## src/sv/nearest_neighbor_pixel_scaler_unit_assert.svh

```systemverilog
// Assertion macros shared by the scaler modules.
`ifndef NEAREST_NEIGHBOR_PIXEL_SCALER_UNIT_ASSERT_SVH
`define NEAREST_NEIGHBOR_PIXEL_SCALER_UNIT_ASSERT_SVH

`ifndef NO_ASSERTIONS
`define NNPS_ASSERT(label, clk, rst_n, expr) \
    label: assert property (@(posedge clk) disable iff (!rst_n) (expr)) \
        else $error("scaler assertion failed");
`define NNPS_ASSERT_NEXT(label, clk, rst_n, pre, post) \
    label: assert property (@(posedge clk) disable iff (!rst_n) (pre) |=> (post)) \
        else $error("scaler assertion failed");
`else
`define NNPS_ASSERT(label, clk, rst_n, expr)
`define NNPS_ASSERT_NEXT(label, clk, rst_n, pre, post)
`endif

`endif

```

## src/sv/nnps_pkg.sv

```systemverilog
package nnps_pkg;

    localparam int MAX_WIDTH  = 4096;
    localparam int MAX_FACTOR = 64;
    localparam int HEIGHT_LIMIT = 4096;

    localparam int COL_W  = $clog2(MAX_WIDTH);
    localparam int DIM_W  = 13;
    localparam int FACT_W = 7;
    localparam int PH_W   = $clog2(MAX_FACTOR);
    localparam int OCOL_W = 19;
    localparam int PIX_W  = 24;
    localparam int PAD_W  = 2;
    localparam int CFG_W  = 13;

    localparam int DIV_STEPS = DIM_W;
    localparam int STEP_W    = $clog2(DIV_STEPS);

    localparam int QDEPTH = 4;
    localparam int QPTR_W = $clog2(QDEPTH);
    localparam int QCNT_W = QPTR_W + 1;

    typedef enum logic {
        OP_PIXEL = 1'b0,
        OP_TICK  = 1'b1
    } t_op;

    typedef enum logic [1:0] {
        CFG_MODE   = 2'd0,
        CFG_FACTOR = 2'd1,
        CFG_WIDTH  = 2'd2,
        CFG_HEIGHT = 2'd3
    } t_cfg_idx;

    typedef struct packed {
        logic              mode;
        logic [FACT_W-1:0] factor;
        logic [DIM_W-1:0]  width;
        logic [DIM_W-1:0]  height;
        logic [DIM_W-1:0]  wout_dn;
        logic [DIM_W-1:0]  hout_dn;
        logic [OCOL_W-1:0] wout_up_m1;
        logic              busy;
    } t_cfg;

    typedef struct packed {
        logic             took;
        logic             valid;
        logic [PIX_W-1:0] pixel;
        logic [PAD_W-1:0] pad;
        logic             row_end;
        logic             image_end;
    } t_res;

endpackage

```

## src/sv/nnps_setup.sv

```systemverilog
module nnps_setup (
    input  logic                           i_clk,
    input  logic                           i_rst_n,
    input  logic                           i_we,
    input  nnps_pkg::t_cfg_idx             i_addr,
    input  logic [nnps_pkg::CFG_W-1:0]     i_data,
    output nnps_pkg::t_cfg                 o_cfg
);
    import nnps_pkg::*;

    logic              r_mode;
    logic [FACT_W-1:0] r_factor;
    logic [DIM_W-1:0]  r_width;
    logic [DIM_W-1:0]  r_height;
    logic              r_load;
    logic              r_busy;
    logic [STEP_W-1:0] r_step;
    logic [DIM_W-1:0]  r_qw, r_qh;
    logic [FACT_W-1:0] r_rw, r_rh;
    logic [OCOL_W-1:0] r_wup_m1;

    logic [DIM_W-1:0]  n_qw, n_qh;
    logic [FACT_W-1:0] n_rw, n_rh;
    logic [FACT_W:0]   w_trial, h_trial;
    logic [FACT_W:0]   w_div;

    function automatic logic [FACT_W-1:0] clamp_factor(input logic [FACT_W-1:0] v);
        logic [FACT_W-1:0] r;
        r = v;
        if (v == '0) r = FACT_W'(1);
        else if (v > FACT_W'(MAX_FACTOR)) r = FACT_W'(MAX_FACTOR);
        return r;
    endfunction

    function automatic logic [DIM_W-1:0] clamp_dim(input logic [DIM_W-1:0] v,
                                                   input logic [DIM_W-1:0] lim);
        logic [DIM_W-1:0] r;
        r = v;
        if (v == '0) r = DIM_W'(1);
        else if (v > lim) r = lim;
        return r;
    endfunction

    always_ff @(posedge i_clk) begin
        if (!i_rst_n) begin
            r_mode   <= 1'b0;
            r_factor <= FACT_W'(1);
            r_width  <= DIM_W'(1);
            r_height <= DIM_W'(1);
            r_load   <= 1'b1;
            r_busy   <= 1'b1;
            r_step   <= '0;
        end else if (i_we) begin
            case (i_addr)
                CFG_MODE:   r_mode   <= i_data[0];
                CFG_FACTOR: r_factor <= clamp_factor(i_data[FACT_W-1:0]);
                CFG_WIDTH:  r_width  <= clamp_dim(i_data[DIM_W-1:0], DIM_W'(MAX_WIDTH));
                CFG_HEIGHT: r_height <= clamp_dim(i_data[DIM_W-1:0], DIM_W'(HEIGHT_LIMIT));
                default: ;
            endcase
            r_load <= 1'b1;
            r_busy <= 1'b1;
        end else if (r_load) begin
            r_load <= 1'b0;
            r_step <= '0;
        end else if (r_busy) begin
            if (r_step == STEP_W'(DIV_STEPS - 1)) begin
                r_busy <= 1'b0;
            end else begin
                r_step <= r_step + STEP_W'(1);
            end
        end
    end

    always_comb begin
        w_div   = {1'b0, r_factor};
        w_trial = {r_rw, r_qw[DIM_W-1]};
        h_trial = {r_rh, r_qh[DIM_W-1]};
        if (w_trial >= w_div) begin
            n_rw = FACT_W'(w_trial - w_div);
            n_qw = {r_qw[DIM_W-2:0], 1'b1};
        end else begin
            n_rw = w_trial[FACT_W-1:0];
            n_qw = {r_qw[DIM_W-2:0], 1'b0};
        end
        if (h_trial >= w_div) begin
            n_rh = FACT_W'(h_trial - w_div);
            n_qh = {r_qh[DIM_W-2:0], 1'b1};
        end else begin
            n_rh = h_trial[FACT_W-1:0];
            n_qh = {r_qh[DIM_W-2:0], 1'b0};
        end
    end

    always_ff @(posedge i_clk) begin
        if (r_load) begin
            r_qw <= r_width;
            r_qh <= r_height;
            r_rw <= '0;
            r_rh <= '0;
        end else if (r_busy) begin
            r_qw <= n_qw;
            r_qh <= n_qh;
            r_rw <= n_rw;
            r_rh <= n_rh;
        end
        r_wup_m1 <= OCOL_W'(r_width) * OCOL_W'(r_factor) - OCOL_W'(1);
    end

    assign o_cfg.mode       = r_mode;
    assign o_cfg.factor     = r_factor;
    assign o_cfg.width      = r_width;
    assign o_cfg.height     = r_height;
    assign o_cfg.wout_dn    = r_qw;
    assign o_cfg.hout_dn    = r_qh;
    assign o_cfg.wout_up_m1 = r_wup_m1;
    assign o_cfg.busy       = r_busy;

endmodule

```

## config.mk

```make
export PLATFORM = sky130hd
export DESIGN_NAME = nnps_setup
export DESIGN_NICKNAME = d
export VERILOG_FILES = /design/src/sv/nearest_neighbor_pixel_scaler_unit_assert.svh /design/src/sv/nnps_pkg.sv /design/src/sv/nnps_setup.sv
export SDC_FILE = /design/constraint.sdc
export NUM_CORES = 1
export LEC_CHECK = 0
export ABC_CLOCK_PERIOD_IN_PS = 5200
export BUFFER_PORTS_ARGS = -buffer_cell sky130_fd_sc_hd__clkbuf_2
export CAP_MARGIN = 10
export CORE_AREA = 2 2 150 152
export DETAILED_ROUTE_END_ITERATION = 12
export DIE_AREA = 0 0 152 154
export GPL_TIMING_DRIVEN = 0
export PLACE_DENSITY_LB_ADDON = 0.1
export SKIP_LAST_GASP = 1
export SYNTH_ARGS = -nofsm -noshare
export SYNTH_HDL_FRONTEND = slang
export SYNTH_SLANG_ARGS = --single-unit
```

## constraint.sdc

```tcl
create_clock -name i_clk -period 5.2 [get_ports i_clk]
set_input_delay 1.56 -clock i_clk [delete_from_list [all_inputs] [get_ports i_clk]]
set_output_delay 1.56 -clock i_clk [all_outputs]
set_load 0.01 [all_outputs]
```

* Yosys cells after proc, flatten, opt, wreduce, memory -nomap -nowiden
Index checks and enable logic that the tools add are counted.
Storage, ports and cells: input bits 18, flip-flop bits (word level) 99, output and inout port bits 80
Cells by class: bitwise logic cells 2, eq/ne operators 5, reduce and logical (&&, ||, !) cells 10, $mul 1, $add $sub $neg 4, order comparisons 4, muxes and demuxes 18
Operators by type and width (number):
- $mux 13 | 6
- $mux 7 | 4
- $mul 13x7->19 | 1
- $sub 19x1->19 const B | 1
- $ge 8x7->1 | 2
- $sub 7x7->7 | 2
- $gt 13x13->1 const B | 1
- $logic_not 13->1 | 1
- $mux 4 | 3
- $reduce_and 2->1 | 4
- $gt 7x7->1 const B | 1
- $logic_not 7->1 | 1
- $mux 1 | 5
- $add 4x1->4 const B | 1
- $eq 2x2->1 const B | 2
- $eq 4x4->1 const B | 1
- $reduce_and 3->1 | 1
- $eq 2x1->1 const B | 1
- $logic_not 2->1 | 1
- $ne 2x2->1 const B | 1
- $not 1->1 | 2
- $reduce_bool 2->1 | 1
- $reduce_or 2->1 | 1

* Logic depth before layout (Yosys ltp)
depth in word-level cells 4, mapped depth 16

* Worst setup path after synthesis
OpenSTA, ideal clock, no wires.
path kind reg-to-reg, from register r_factor[4], to register r_wup_m1[17], cell stages (with the launch flop) 17, slack 547 ps, required time 5085 ps, setup time 115 ps, buffers on the path 2, data arrival time 4538 ps, period minus slack after synthesis 4653 ps, cells stage by stage dfxtp_1 -> clkbuf_1 -> nand2_1 -> fa_1 -> inv_1 -> fa_1 -> fa_1 -> inv_1 -> fa_1 -> inv_1 -> ha_1 -> a21oi_1 -> nor3_1 -> or2_2 -> clkbuf_1 -> or4_1 -> and3_1
On the way: word-level cells in the longest chain between the ends 2
RTL lines:
- start, declared | line nnps_setup.sv:12 | logic [FACT_W-1:0] r_factor;
- start signal, assigned | line nnps_setup.sv:56 | CFG_FACTOR: r_factor <= clamp_factor(i_data[FACT_W-1:0]);
- $mul 13x7->19 | line nnps_setup.sv:107 | r_wup_m1 <= OCOL_W'(r_width) * OCOL_W'(r_factor) - OCOL_W'(1);
- $sub 19x1->19 | line nnps_setup.sv:107
- end signal, assigned | line nnps_setup.sv:107
- end, declared | line nnps_setup.sv:20 | logic [OCOL_W-1:0] r_wup_m1;
No other way between the ends. A chain may end at the register's enable or synchronous reset.

* Final worst setup path
from register r_factor[3], to register r_wup_m1[17]
The elaborated chain is that of the path after synthesis.

==> results.toml <==
[run_status]
status = "finished, final reports clean"

[critical_path]
crit_slowest_cell = "fa_1"
cp-end-kind = "flip-flop"
crit_path_frequent_cell = "fa_1"
worst-endpoint-required_ns = 5.47
worst-path-buf-inv = 5
criticalPathCategory = "reg2reg"
startpoint = "r_factor[3]"
slowest_delay_ns = 0.54
crit_arrival_ns = 5.16
critical_path.top_delay_family = "adder cells"
cp_cell_sequence = "buf_2 -> nand2_1 -> fa_1 -> inv_1 -> fa_1 -> fa_1 -> inv_1 -> fa_1 -> inv_1 -> ha_1 -> a21oi_1 -> nor3_1 -> or2_2 -> clkbuf_1 -> or4_1 -> and3_1"
worstPathMaxFanout = 10
worstReg2RegStart = "r_factor[3]"
cp-start-kind = "flip-flop"

[grt]
grt_max_degree = 28
grt_pass1_vias = 6142
overflow = 0
grt_first_pass_wirelength_mm = 33.0
antenna_found_initial = 0
grt_use_total_pct = 17.4

[place]
gp_congestion = 0.798
place_hpwl_mm = 15.4
dp_cells = 1231
io_buffers = 94
place_area_sq_um = 8580

[timing]
finalHoldViolations = 0
rsz0062_at_grt = "false"
slew_headroom_pct = 24.9
worstMarginPinSlew_ns = 1.12
slew_violations = 0
final.setup_skew_ns = 0.00895
min_period_over_period_pct = 94.0
setup_violations = 0
fin_crit_ns = 4.89
fmax_mhz = 205
setup_tns_ns = 0

[logic_synthesis]
synth-edff-count = 26
synth_nets = 994
synth_cells = 857
synth_top_area_share_pct = 18.8
yosys_warnings = 0
syn-cell-area_sq_um = 7760
synth_ff_type = "dfxtp_1"
ys_ff_latch = 99
seq_area_frac_synth_pct = 28.9
synth_area_per_cell_sq_um = 9.06
yosys.area.top_type = "dfxtp_1"
yosys.cell_types.count = 57
yosys-top-cells-area = "dfxtp_1, fa_1, edfxtp_1"
async_reset_ff_share_pct = 0

[finish]
final_cell_mix = "inv_1, nand2_1, clkbuf_2"
area_delta_synth_final_pct = 14.7
fin_util_pct = 41.1
mostFrequentLayoutCell = "inv_1"
regArea_sq_um = 2240
multi_input_area_sq_um = 4910
post_route_cells_drive_above_1_share_pct = 16.4
num-fill-cells = 2242
layout.cells.non_filler = 1244
final_area_sq_um = 8910
nets = 1096
antenna_cells = 0

[drt]
viasPerCell = 4.78
vias = 5948
antenna_left = 0
drtIter0Drc = 190
wire_per_inst_um = 15.9
drc = 0
firstDrtPassIters = 4
routed_wl_mm = 19.8

[clock_network]
ctsLongestPathBuffers = 2
numCtsBuffers = 9
clk_latency_ns = 0.37
holdBufCountCts = 0
path_clk_slew_ns = 0.09
cts_sinks = 99
h-tree-depth = 3
cts_tree = "built"
root_buffer = "clkbuf_16"

[die]
io_pins = 98
dieArea_sq_um = 23400
core_sq_um = 21700
row_count = 54
initial_core_util_pct = 35.8
die_y_um = 154
die_w_um = 152

[flow_run]
cap_violations = 0

[power]
design_power_total_mw = 2.95
powerDensity_nw_per_um2 = 331
ir_worst_vdd_v = 0.000270
leakage_nw = 4.11

[worst_hold_path]
min-delay-start = "r_height[12]"
hold_class = "reg2reg"
## metrics by stage
step,hold slack (ns),setup WS [ns]
after detailed placement,0.473,-0.0266
after global placement,0.478,0.0365
after global routing,0.521,0.0123
after CTS,0.488,0.0420
after floorplan,0.459,0.547
final,0.485,0.311
## sequential cells by signal (all words and copies together) (netlist names)
register / cells
r_wup_m1: 19
r_factor: 7
r_mode: 1
r_rw: 7
r_height: 13
r_busy: 1
r_qw: 13
r_step: 4
r_load: 1
r_rh: 7
r_width: 13
r_qh: 13
## area by class of cell
class | count | area share [%]
clock buffers | 9 | 2.53
well taps | 280 | 3.93
inverters | 124 | 5.23
clock inverters | 7 | 1.05
multi-input cells | 597 | 55.1
repair buffers | 94 | 5.28
plain buffers | 34 | 1.67
flip-flops and latches | 99 | 25.2
## worst reg2reg max path, stage by stage (launching register included)
cell      delay (ns)
dfxtp_1         0.46
buf_2           0.29
nand2_1         0.11
fa_1            0.52
inv_1           0.05
fa_1            0.46
fa_1            0.54
inv_1           0.05
fa_1            0.52
inv_1           0.04
ha_1            0.37
a21oi_1         0.20
nor3_1          0.09
or2_2           0.27
clkbuf_1        0.17
or4_1           0.48
and3_1          0.17
## report_power, final
part	switching, mW	internal [mW]
Clock	0.388	0.354
Combinational	0.706	0.503
Sequential	0.0757	0.924
## layer usage
| layer | vias up | share of wire (%) | GRT usage [%] |
|---|---|---|---|
| li1 | 3053 | - | - |
| met1 | 2792 | 49 | 23.6 |
| met5 | - | 0 | 0 |
| met2 | 92 | 46 | 29.0 |
| met4 | 0 | 0.78 | 4.45 |
| met3 | 11 | 3.9 | 2.90 |
## Yosys cell counts (5+ instances only)
cell	number
edfxtp_1	26
ha_1	58
o21ai_0	20
nand2_1	121
mux2_2	27
nand2b_1	5
nand3_1	12
xnor2_1	11
o21a_1	7
o211ai_1	21
nor3_1	5
o311a_1	5
fa_1	61
clkbuf_1	32
and2_1	61
nor3b_1	8
a21o_1	7
nor2b_1	27
nor2_1	27
a21oi_1	18
dfxtp_1	73
a21boi_0	20
o31a_1	5
xor2_1	6
inv_1	124
## repair_timing
item | CTS | global route
setup endpoints to repair | 1 | 4
resized for setup | 1 | 15
buffers inserted | 0 | 0
## path summary, 6_finish.rpt
kind / end / slack (ns) / cells past startpoint
min reg2reg: r_height[12] / 0.48 / 2
max reg2reg: r_wup_m1[17] / 0.31 / 16
min: r_height[12] / 0.48 / 2
max: r_wup_m1[17] / 0.31 / 16
## logic make-up after synthesis
kind of cell    share of synthesized area (%)
simple gates                             19.1
fa+ha+maj                                25.4
mux                                      4.30
compound gates                           12.5
flops                                    28.9
buf+inv                                  7.91
xor+xnor                                 1.92
Note: power is estimated with default switching activity, not from simulation.
