<file path="config.mk">
export PLATFORM = sky130hd
export DESIGN_NAME = nnps_fifo
export DESIGN_NICKNAME = d
export VERILOG_FILES = /design/src/sv/nnps_pkg.sv /design/src/sv/nnps_fifo.sv
export VERILOG_INCLUDE_DIRS = /design/src /design/src/sv
export SDC_FILE = /design/constraint.sdc
export NUM_CORES = 1
export LEC_CHECK = 0
export ABC_AREA = 1
export BUFFER_PORTS_ARGS = -buffer_cell sky130_fd_sc_hd__buf_2
export CORE_UTILIZATION = 61
export DETAILED_ROUTE_END_ITERATION = 7
export PLACE_DENSITY = 0.88
export REMOVE_ABC_BUFFERS = 1
export SYNTH_ARGS = -nofsm -noshare
export SYNTH_HDL_FRONTEND = slang
export SYNTH_SLANG_ARGS = --single-unit
</file>
<file path="constraint.sdc">
create_clock -name i_clk -period 3.2 [get_ports i_clk]
set_clock_uncertainty 0.2 [all_clocks]
set_input_delay 0.32 -clock i_clk [delete_from_list [all_inputs] [get_ports i_clk]]
set_output_delay 0.32 -clock i_clk [all_outputs]
set_load 0.05 [all_outputs]
</file>
<file path="src/sv/nearest_neighbor_pixel_scaler_unit_assert.svh">
// Assertion macros shared by the scaler modules.
`ifndef NEAREST_NEIGHBOR_PIXEL_SCALER_UNIT_ASSERT_SVH
`define NEAREST_NEIGHBOR_PIXEL_SCALER_UNIT_ASSERT_SVH

`ifndef NO_ASSERTIONS
`define NNPS_ASSERT(label, clk, rst_n, expr) \
    label: assert property (@(posedge clk) disable iff (!rst_n) (expr)) \
        else $error("scaler assertion failed");
`define NNPS_ASSERT_NEXT(label, clk, rst_n, pre, post) \
    label: assert property (@(posedge clk) disable iff (!rst_n) (pre) |=> (post)) \
        else $error("scaler assertion failed");
`else
`define NNPS_ASSERT(label, clk, rst_n, expr)
`define NNPS_ASSERT_NEXT(label, clk, rst_n, pre, post)
`endif

`endif

</file>
<file path="src/sv/nnps_pkg.sv">
package nnps_pkg;

    localparam int MAX_WIDTH  = 4096;
    localparam int MAX_FACTOR = 64;
    localparam int HEIGHT_LIMIT = 4096;

    localparam int COL_W  = $clog2(MAX_WIDTH);
    localparam int DIM_W  = 13;
    localparam int FACT_W = 7;
    localparam int PH_W   = $clog2(MAX_FACTOR);
    localparam int OCOL_W = 19;
    localparam int PIX_W  = 24;
    localparam int PAD_W  = 2;
    localparam int CFG_W  = 13;

    localparam int DIV_STEPS = DIM_W;
    localparam int STEP_W    = $clog2(DIV_STEPS);

    localparam int QDEPTH = 4;
    localparam int QPTR_W = $clog2(QDEPTH);
    localparam int QCNT_W = QPTR_W + 1;

    typedef enum logic {
        OP_PIXEL = 1'b0,
        OP_TICK  = 1'b1
    } t_op;

    typedef enum logic [1:0] {
        CFG_MODE   = 2'd0,
        CFG_FACTOR = 2'd1,
        CFG_WIDTH  = 2'd2,
        CFG_HEIGHT = 2'd3
    } t_cfg_idx;

    typedef struct packed {
        logic              mode;
        logic [FACT_W-1:0] factor;
        logic [DIM_W-1:0]  width;
        logic [DIM_W-1:0]  height;
        logic [DIM_W-1:0]  wout_dn;
        logic [DIM_W-1:0]  hout_dn;
        logic [OCOL_W-1:0] wout_up_m1;
        logic              busy;
    } t_cfg;

    typedef struct packed {
        logic             took;
        logic             valid;
        logic [PIX_W-1:0] pixel;
        logic [PAD_W-1:0] pad;
        logic             row_end;
        logic             image_end;
    } t_res;

endpackage

</file>
<file path="src/sv/nnps_fifo.sv">
module nnps_fifo (
    input  logic                            i_clk,
    input  logic                            i_rst_n,
    input  logic                            i_push,
    input  nnps_pkg::t_res                  i_item,
    output logic [nnps_pkg::QCNT_W-1:0]     o_count,
    output logic                            o_valid,
    input  logic                            i_ready,
    output nnps_pkg::t_res                  o_item
);
    import nnps_pkg::*;

    `include "nearest_neighbor_pixel_scaler_unit_assert.svh"

    t_res              r_slot [QDEPTH];
    logic [QPTR_W-1:0] r_wr_ptr;
    logic [QPTR_W-1:0] r_rd_ptr;
    logic [QCNT_W-1:0] r_count;
    logic              pop;

    assign o_valid = (r_count != '0);
    assign pop     = o_valid && i_ready;
    assign o_count = r_count;
    assign o_item  = r_slot[r_rd_ptr];

    always_ff @(posedge i_clk) begin
        if (!i_rst_n) begin
            r_wr_ptr <= '0;
            r_rd_ptr <= '0;
            r_count  <= '0;
        end else begin
            if (i_push) r_wr_ptr <= r_wr_ptr + QPTR_W'(1);
            if (pop)    r_rd_ptr <= r_rd_ptr + QPTR_W'(1);
            r_count <= r_count + QCNT_W'(i_push) - QCNT_W'(pop);
        end
    end

    always_ff @(posedge i_clk) begin
        if (i_push) begin
            r_slot[r_wr_ptr] <= i_item;
        end
    end

    `NNPS_ASSERT(a_no_overflow, i_clk, i_rst_n, !(i_push && !pop && r_count == QCNT_W'(QDEPTH)))

endmodule

</file>
Word-level counts from Yosys, hierarchy flattened

Memory sizes are Yosys's and may differ from the RTL's. A register that Yosys moved wholly into a read port is not among the register bits.
Cells that the tools add are included.

Eq/ne operators: 0
$lt $le $gt $ge: 0
Mux-type cells: 4
Add/subtract/negate cells: 4
Shift-type cells: 0
Bitwise logic cells: 0
Div/mod/pow operators: 0
Reductions and logical operators: 2
Multipliers: 0

Operators with widths:

| operator              | number |
|---|---|
| $add A2 B1 Y2 const B | 2 |
| $mux W2               | 2 |
| $add A3 B1 Y3         | 1 |
| $reduce_bool A3 Y1    | 1 |
| $sub A3 B1 Y3         | 1 |
| $mux W1               | 2 |
| $logic_and A1 B1 Y1   | 1 |

Bits in latches: 0
Logic and storage cells: 14
Flip-flop bits (word level): 7
Memory bits (writable): 120
Memories kept: 1
Bits in read-only memories: 0

Memories:

| memory | words | width | rd ports | clocked after Yosys merged registers in | wr ports | RTL line        | source |
|---|---|---|---|---|---|---|---|
| r_slot | 4     | 30    | 1        | 1                                       | 1        | nnps_fifo.sv:15 | `t_res r_slot [QDEPTH];` |

Logic depth before layout (Yosys ltp)

Gate-level depths: netlist of run 1.

Word-level depth: 4
Gate-level depth with buffers: 9

Least setup slack after synthesis of run 1

No wires, ideal clock.

Path type: register to register
Start point: register r_count[1] (netlist: o_count[1])
End point: register r_count[1] (netlist: o_count[1])
Path slack: 1,038 ps
Buffers on the path: 0
Data required time: 2,891 ps
Period minus slack after synthesis: 2,162 ps
Setup time: 109 ps
Cell stages (with the launch flop): 9
Arrival: 1,853 ps
Path through: dfxtp_1 nor2_1 a21boi_0 ha_1 inv_1 ha_1 fa_1 nand2_1 inv_1

Cells in the longest elaborated chain, start to end: 3

RTL lines:

| item                   | RTL line        | source |
|---|---|---|
| from (decl)            | nnps_fifo.sv:18 | `logic [QCNT_W-1:0] r_count;` |
| from (signal assigned) | nnps_fifo.sv:34 | `r_count <= r_count + QCNT_W'(i_push) - QCNT_W'(pop);` |
| $reduce_bool A3 Y1     | nnps_fifo.sv:21 | `assign o_valid = (r_count != '0);` |
| $logic_and A1 B1 Y1    | nnps_fifo.sv:22 | `assign pop = o_valid && i_ready;` |
| net pop                | nnps_fifo.sv:19 | `logic pop;` |
| $sub A3 B1 Y3          | nnps_fifo.sv:34 |  |

The timed path passes the listed nets, and every way through them passes these cells.
A chain may end at the register's enable or synchronous reset.

==> results of run 1 <==
-- timing repair --
item,CTS,global route
endpoints found under the setup margin,0,0
endpoints found under the hold margin,129,0
hold buffers,33,0
-- area by class of cell --
type / instances / area, um^2
sequential: 129 / 3785
fill: 415 / 1594
multi-input combinational: 186 / 932.1
timing repair buffer: 108 / 725.7
clock buffer: 17 / 414.1
clock inverter: 15 / 157.7
tap: 102 / 127.6
inverter: 17 / 71.32
-- per-layer routing --
metal / routed length [um] / part of all wire (%) / GRT usage, %
met1: 3727 / 37 / 27.73
met2: 5324 / 53 / 45.52
met3: 843 / 8.3 / 8.126
met4: 213 / 2.1 / 11.59
met5: 0 / 0 / 0
-- cell families (layout without fill, tap and decap cells) --
kind of cell | Yosys count | in the layout | share of synthesized area (%)
adders and majority gates | 7 | 7 | 1.920
AOI/OAI and AO/OA | 98 | 98 | 10.71
buffers and inverters | 36 | 157 | 4.775
and+or+nand+nor | 81 | 81 | 6.190
DFF | 129 | 129 | 76.40
-- where the power goes --
group          internal, mW  switching, mW
Clock                  1.11          0.696
Combinational         0.350           1.15
Sequential             1.95         0.0562
Total                  3.41           1.90
-- registers in the layout, indices dropped and copies added (netlist names), named ones only --
register  count
r_slot      120
o_count       3
r_rd_ptr      2
r_wr_ptr      2
-- worst max-delay path, stage by stage (launching register included) --
cell	delay, ps
dfxtp_2	560
buf_4	330
o21ai_0	170
o22ai_1	260
buf_2	310
-- metrics by stage --
step | instances | area, um^2
after floorplan | 332 | 4787
after global placement | 509 | 5311
after detailed placement | 509 | 5311
after CTS | 574 | 6213
after global routing | 574 | 6213
final | 574 | 6213
-- layout by cell type, fill, tap and decap left out, drive strengths merged --
cell,count
edfxtp,120
buf,75
nor2,65
o21ai,62
dlygate4sd3,33
o22ai,30
inv,21
clkbuf,17
nand2,14
dfxtp,9
ha,6
a21oi,5
clkinv,5
clkinvlp,4
nand3,2
bufinv,2
a21boi,1
fa,1
-- final timing paths --
check                              endpoint  slack [ps]         from
worst min-delay path            r_rd_ptr[0]         300  r_rd_ptr[0]
worst max register to register   o_count[2]        1210   o_count[1]
worst min register to register  r_rd_ptr[0]         300  r_rd_ptr[0]
worst max-delay path             o_item[22]         540     register
==> key figures, run 1 <==
Setup path
  – Worst r2r path cells: 8
  – Kind of critical path: reg2out
  – Startpoint types: register
  – Crit path max fanout: 22
  – Type of destination of the critical path: output pin
  – Worst path arrival time: 2140 ps
  – Required time of the critical path: 2680 ps

Synthesis
  – Synth Register Bits: ~130
  – Cell accounting for the most synthesized area: edfxtp_1
  – Avg Cell Area, Syn: 14.11 um^2
  – Synthesis Warnings: 0
  – Area share of the largest cell type after synthesis: 72.76%
  – Post-synth EDFFs: 120
  – Gate count of the mapped netlist: 351
  – Top-count cell post-synth: edfxtp_1
  – Most used flip-flop cell after synthesis: edfxtp_1
  – Sequential-to-total area share from yosys stat: between 70% and 80%
  – Most frequent cells after synthesis: edfxtp_1 (120), nor2_1 (65), o21ai_0 (32)
  – Async S/R FF share, synth: 0%
  – Mapped Area: roughly 0.005 mm^2
  – Number of distinct library cells after synthesis: 17
  – Top cells by area, synth: edfxtp_1 (73%), nor2_1 (4.9%), o22ai_1 (3.8%), dfxtp_1 (3.6%), o21ai_0 (3.2%)

Job
  – Max Cap Viol: 0

Clocking
  – H-tree depth reported by CTS: 4
  – Postcts setup bufs: 0
  – Clock Path Buffers: 2
  – Clk root buf: clkbuf_8
  – CTS buffer count: 17
  – Clock Sinks: 129
  – Post-CTS sizing: 0
  – Skew-Pair Late Insertion Delay: approximately 500 ps
  – Clock transition at path regs: 50 ps
  – TritonCTS clock tree: yes

Min path
  – Worst hold path depth: 2
  – Hold Crit Class: reg2reg

Floorplan
  – Core area: 0.007807 mm^2
  – Die width: about 90 um
  – Die Ht: about 92 um
  – Die ar.: 0.008482 mm^2
  – Row Count: 32
  – I/O Pins: 68
  – Initial core utilization: 63.43%

STA
  – Max_slew headroom: 69.06%
  – Final Critical Period: 2657 ps
  – Hold Violations, Final: 0
  – Hold WS: 295.5 ps
  – Pins over their slew limit: 0
  – Slew @ Worst Pin: 464.1 ps
  – RSZ-0062 raised after global routing: no
  – Max Clk Rate: 376.3 MHz
  – Final setup margin: around 540 ps
  – Final setup vio count: 0
  – Total Negative Setup Slacks: 0 ps
  – Final period util: 83.04%

Place
  – Hpwl dp: 5.502 mm
  – RD Place Congestion: 0.7672
  – Pre-CTS setup slack: 1141 ps
  – Port Buffers: 67

Final layout
  – Final Core Density: between 70% and 80%
  – Number of antenna diodes: 0
  – Area grow syn2layout: 25.47%
  – Final Net Count: 500
  – Share of layout cells above drive strength 1: 23.09%

Pwr
  – Peak supply drop: about 0.68 mV
  – PwrDens: 854.9 mW/mm^2
  – Leak: 2.332 nW
  – Pwr Total: 5.312 mW

Drt
  – DR vias/cell: 5.700
  – Vias: 3272
  – Iteration-0 DRC Markers: between 300 and 400
  – Antenna Nets Post-Route: 0
  – TritonRoute pass-1 iters: 5
  – Total Wirelength: between 10 and 15 mm
  – # DRC: 0
  – Routed length per placed instance: between 15 and 20 um

GRT
  – Gr ovfl total: 0
  – GRT Total Usage: about 26%
  – Vias in the first global route: roughly 3300
  – Initial antenna violation count: 0
  – Largest net degree at the start of global routing: 61
  – First-pass GRT wire length: 15.63 mm

Status
  – Run status: completed
Power figures use the tool's default switching activity.
==> run 2, diff against run 1 <==
--- a/config.mk
+++ b/config.mk
@@ -8,9 +8,9 @@
 export LEC_CHECK = 0
 export ABC_AREA = 1
 export BUFFER_PORTS_ARGS = -buffer_cell sky130_fd_sc_hd__buf_2
-export CORE_UTILIZATION = 61
+export CORE_UTILIZATION = 57
 export DETAILED_ROUTE_END_ITERATION = 7
-export PLACE_DENSITY = 0.88
+export PLACE_DENSITY = 0.83
 export REMOVE_ABC_BUFFERS = 1
 export SYNTH_ARGS = -nofsm -noshare
 export SYNTH_HDL_FRONTEND = slang
==> constraint.sdc (replaced) <==
create_clock -name i_clk -period 2.58 [get_ports i_clk]
set_clock_uncertainty 0.2 [all_clocks]
set_input_delay 0.258 -clock i_clk [delete_from_list [all_inputs] [get_ports i_clk]]
set_output_delay 0.258 -clock i_clk [all_outputs]
set_load 0.05 [all_outputs]
==> run 2 against run 1 <==
  * Core utilization fell by 4.3 points
  * Register-to-register slack worse by 590 ps
  * Sequential share of layout area down 0.33 points
  * Routed wire length is 4.1% lower
  * Clock power rose by 20%
  * Worst setup slack lost 390 ps
==> key figures, run 2 (same netlist as run 1, synthesis figures left out) <==
Status
  – Run status: completed

STA
  – Final Critical Period: 2428 ps
  – RSZ-0062 raised after global routing: no
  – Hold WS: just under 300 ps
  – Pins over their slew limit: 0
  – Hold Violations, Final: 0
  – Final period util: 94.13%
  – Max_slew headroom: 68.00%
  – Final setup vio count: 0
  – Max Clk Rate: 411.8 MHz
  – Slew @ Worst Pin: 480.0 ps

Pwr
  – Peak supply drop: 0.7096 mV
  – Switching power: ~2.3 mW
  – Internal power: between 4 and 5 mW
  – Switching Share: between 30% and 40%
  – Pwr Total: 6.552 mW
  – Part of the power in registers: 38.2%
  – Clock Power Share: 33.3%
  – Leak: 2.344 nW
  – PwrDens: 1048 mW/mm^2
  – Comb pwr share: 28.5%

Final layout
  – Area grow syn2layout: 26.23%
  – Number of antenna diodes: 0
  – Fill cells: around 480
  – Multi-input logic area: ~930 um^2
  – Register area: between 0.003 and 0.004 mm^2
  – Top reg by flops: r_slot
  – Commonest non-fill, non-tap cell in the layout: edfxtp_1
  – Max reg flops: 120
  – Final Net Count: about 500
  – Share of layout cells above drive strength 1: 23.42%
  – Final cell count without fillers: 579
  – Most frequent cells in the layout: edfxtp_1 (120), buf_2 (67), nor2_1 (65), dlygate4sd3_1 (33), o21ai_0 (32)

Clocking
  – Skew-Pair Late Insertion Delay: ~500 ps
  – H-tree depth reported by CTS: 4
  – Clock transition at path regs: 60 ps
  – Clock Sinks: 129
  – TritonCTS clock tree: yes
  – Clk root buf: clkbuf_8
  – CTS buffer count: 17
  – Clock Path Buffers: 2

Place
  – Port Buffers: 67
  – DP Cell Count: 513
  – Hpwl dp: 5.260 mm
  – RD Place Congestion: 0.7196

Setup path
  – Kind of critical path: reg2out
  – Startpoint types: register
  – Crit path max-delay family: flip-flops
  – Type of destination of the critical path: output pin
  – Required time of the critical path: 2120 ps
  – Crit-path cells: clkinv_8, o21ai_1, o22ai_1, buf_2
  – Max incr delay on CP: 570 ps
  – Critical-path top delay cell: dfxtp_4
  – CP Buf/Inv Count: 2
  – R2R Setup Slk: roughly 620 ps
  – Worst path arrival time: ~2000 ps
  – Crit path max fanout: 60

GRT
  – First-pass GRT wire length: 14.12 mm
  – Gr ovfl total: 0
  – Initial antenna violation count: 0
  – Vias in the first global route: 3027
  – Largest net degree at the start of global routing: slightly above 60
  – GRT Total Usage: 22.03%

Drt
  – Total Wirelength: 9.692 mm
  – Routed length per placed instance: 16.74 um
  – TritonRoute pass-1 iters: 4
  – Iteration-0 DRC Markers: 238
  – Vias: 3191
  – # DRC: 0
  – Antenna Nets Post-Route: 0
  – DR vias/cell: 5.511

Floorplan
  – Initial core utilization: 59.67%
  – Die Ht: between 90 and 100 um
  – Row Count: 33
  – Die ar.: 0.009065 mm^2
  – Die width: 95.21 um
  – Core area: 0.008299 mm^2
  – I/O Pins: 68

Job
  – Max Cap Viol: 0

Min path
  – Hold Crit Class: reg2reg
run 2: worst paths after layout:
check / startpoint / endpoint / cells after the start
worst max-delay path: register / o_item[23] / 4
worst min-delay path: r_rd_ptr[0] / register / 2
worst max register to register: o_count[1] / o_count[2] / 9
worst min register to register: r_rd_ptr[0] / register / 2
run 2: power by group through the flow:
stage          combinational, mW  sequential (mW)  clock [mW]
3_5_place_dp                1.75             2.55           0
2_1_floorplan               1.22             2.62           0
6_report                    1.86             2.50        2.18
4_1_cts                     1.80             2.52        2.21
3_3_place_gp                1.71             2.55           0
5_1_grt                     1.99             2.51        2.30
run 2: final cells by class:
type | count | area share [%]
sequential | 129 | 60.59
timing repair buffer | 110 | 12.17
clock inverter | 15 | 2.322
clock buffer | 17 | 6.625
multi-input combinational | 186 | 14.91
inverter | 17 | 1.281
tap | 105 | 2.102
run 2: per-layer routing:
| layer | wire length, um | GRT usage [%] |
|---|---|---|
| met4 | 97 | 9.596 |
| met2 | 4682 | 35.18 |
| met3 | 753 | 7.735 |
| met5 | 0 | 0 |
| met1 | 4158 | 27.27 |
run 2: metrics by stage:
stage	setup TNS, ps	worst slack [ps]	cell area [um^2]	utilization (%)
final	0	151.5	6251	75.32
after global routing	0	33.29	6251	75.32
after CTS	0	85.32	6215	74.88
after detailed placement	0	428.6	5323	64.13
after global placement	0	438.0	5323	64.13
after floorplan	-4238	-141.3	4787	-
run 2: worst min-delay path: stages, from the launching register on:
cell     delay [ps]
dfxtp_1         320
a21oi_1          60
nor2_1           80
run 2: what timing repair did:
action | CTS | global route
pin swaps | 0 | 0
setup buffers | 0 | 1
gates resized for setup | 1 | 2
endpoints found under the setup margin | 30 | 6
endpoints found under the hold margin | 129 | 0
hold buffers | 33 | 0
cloned | 0 | 0
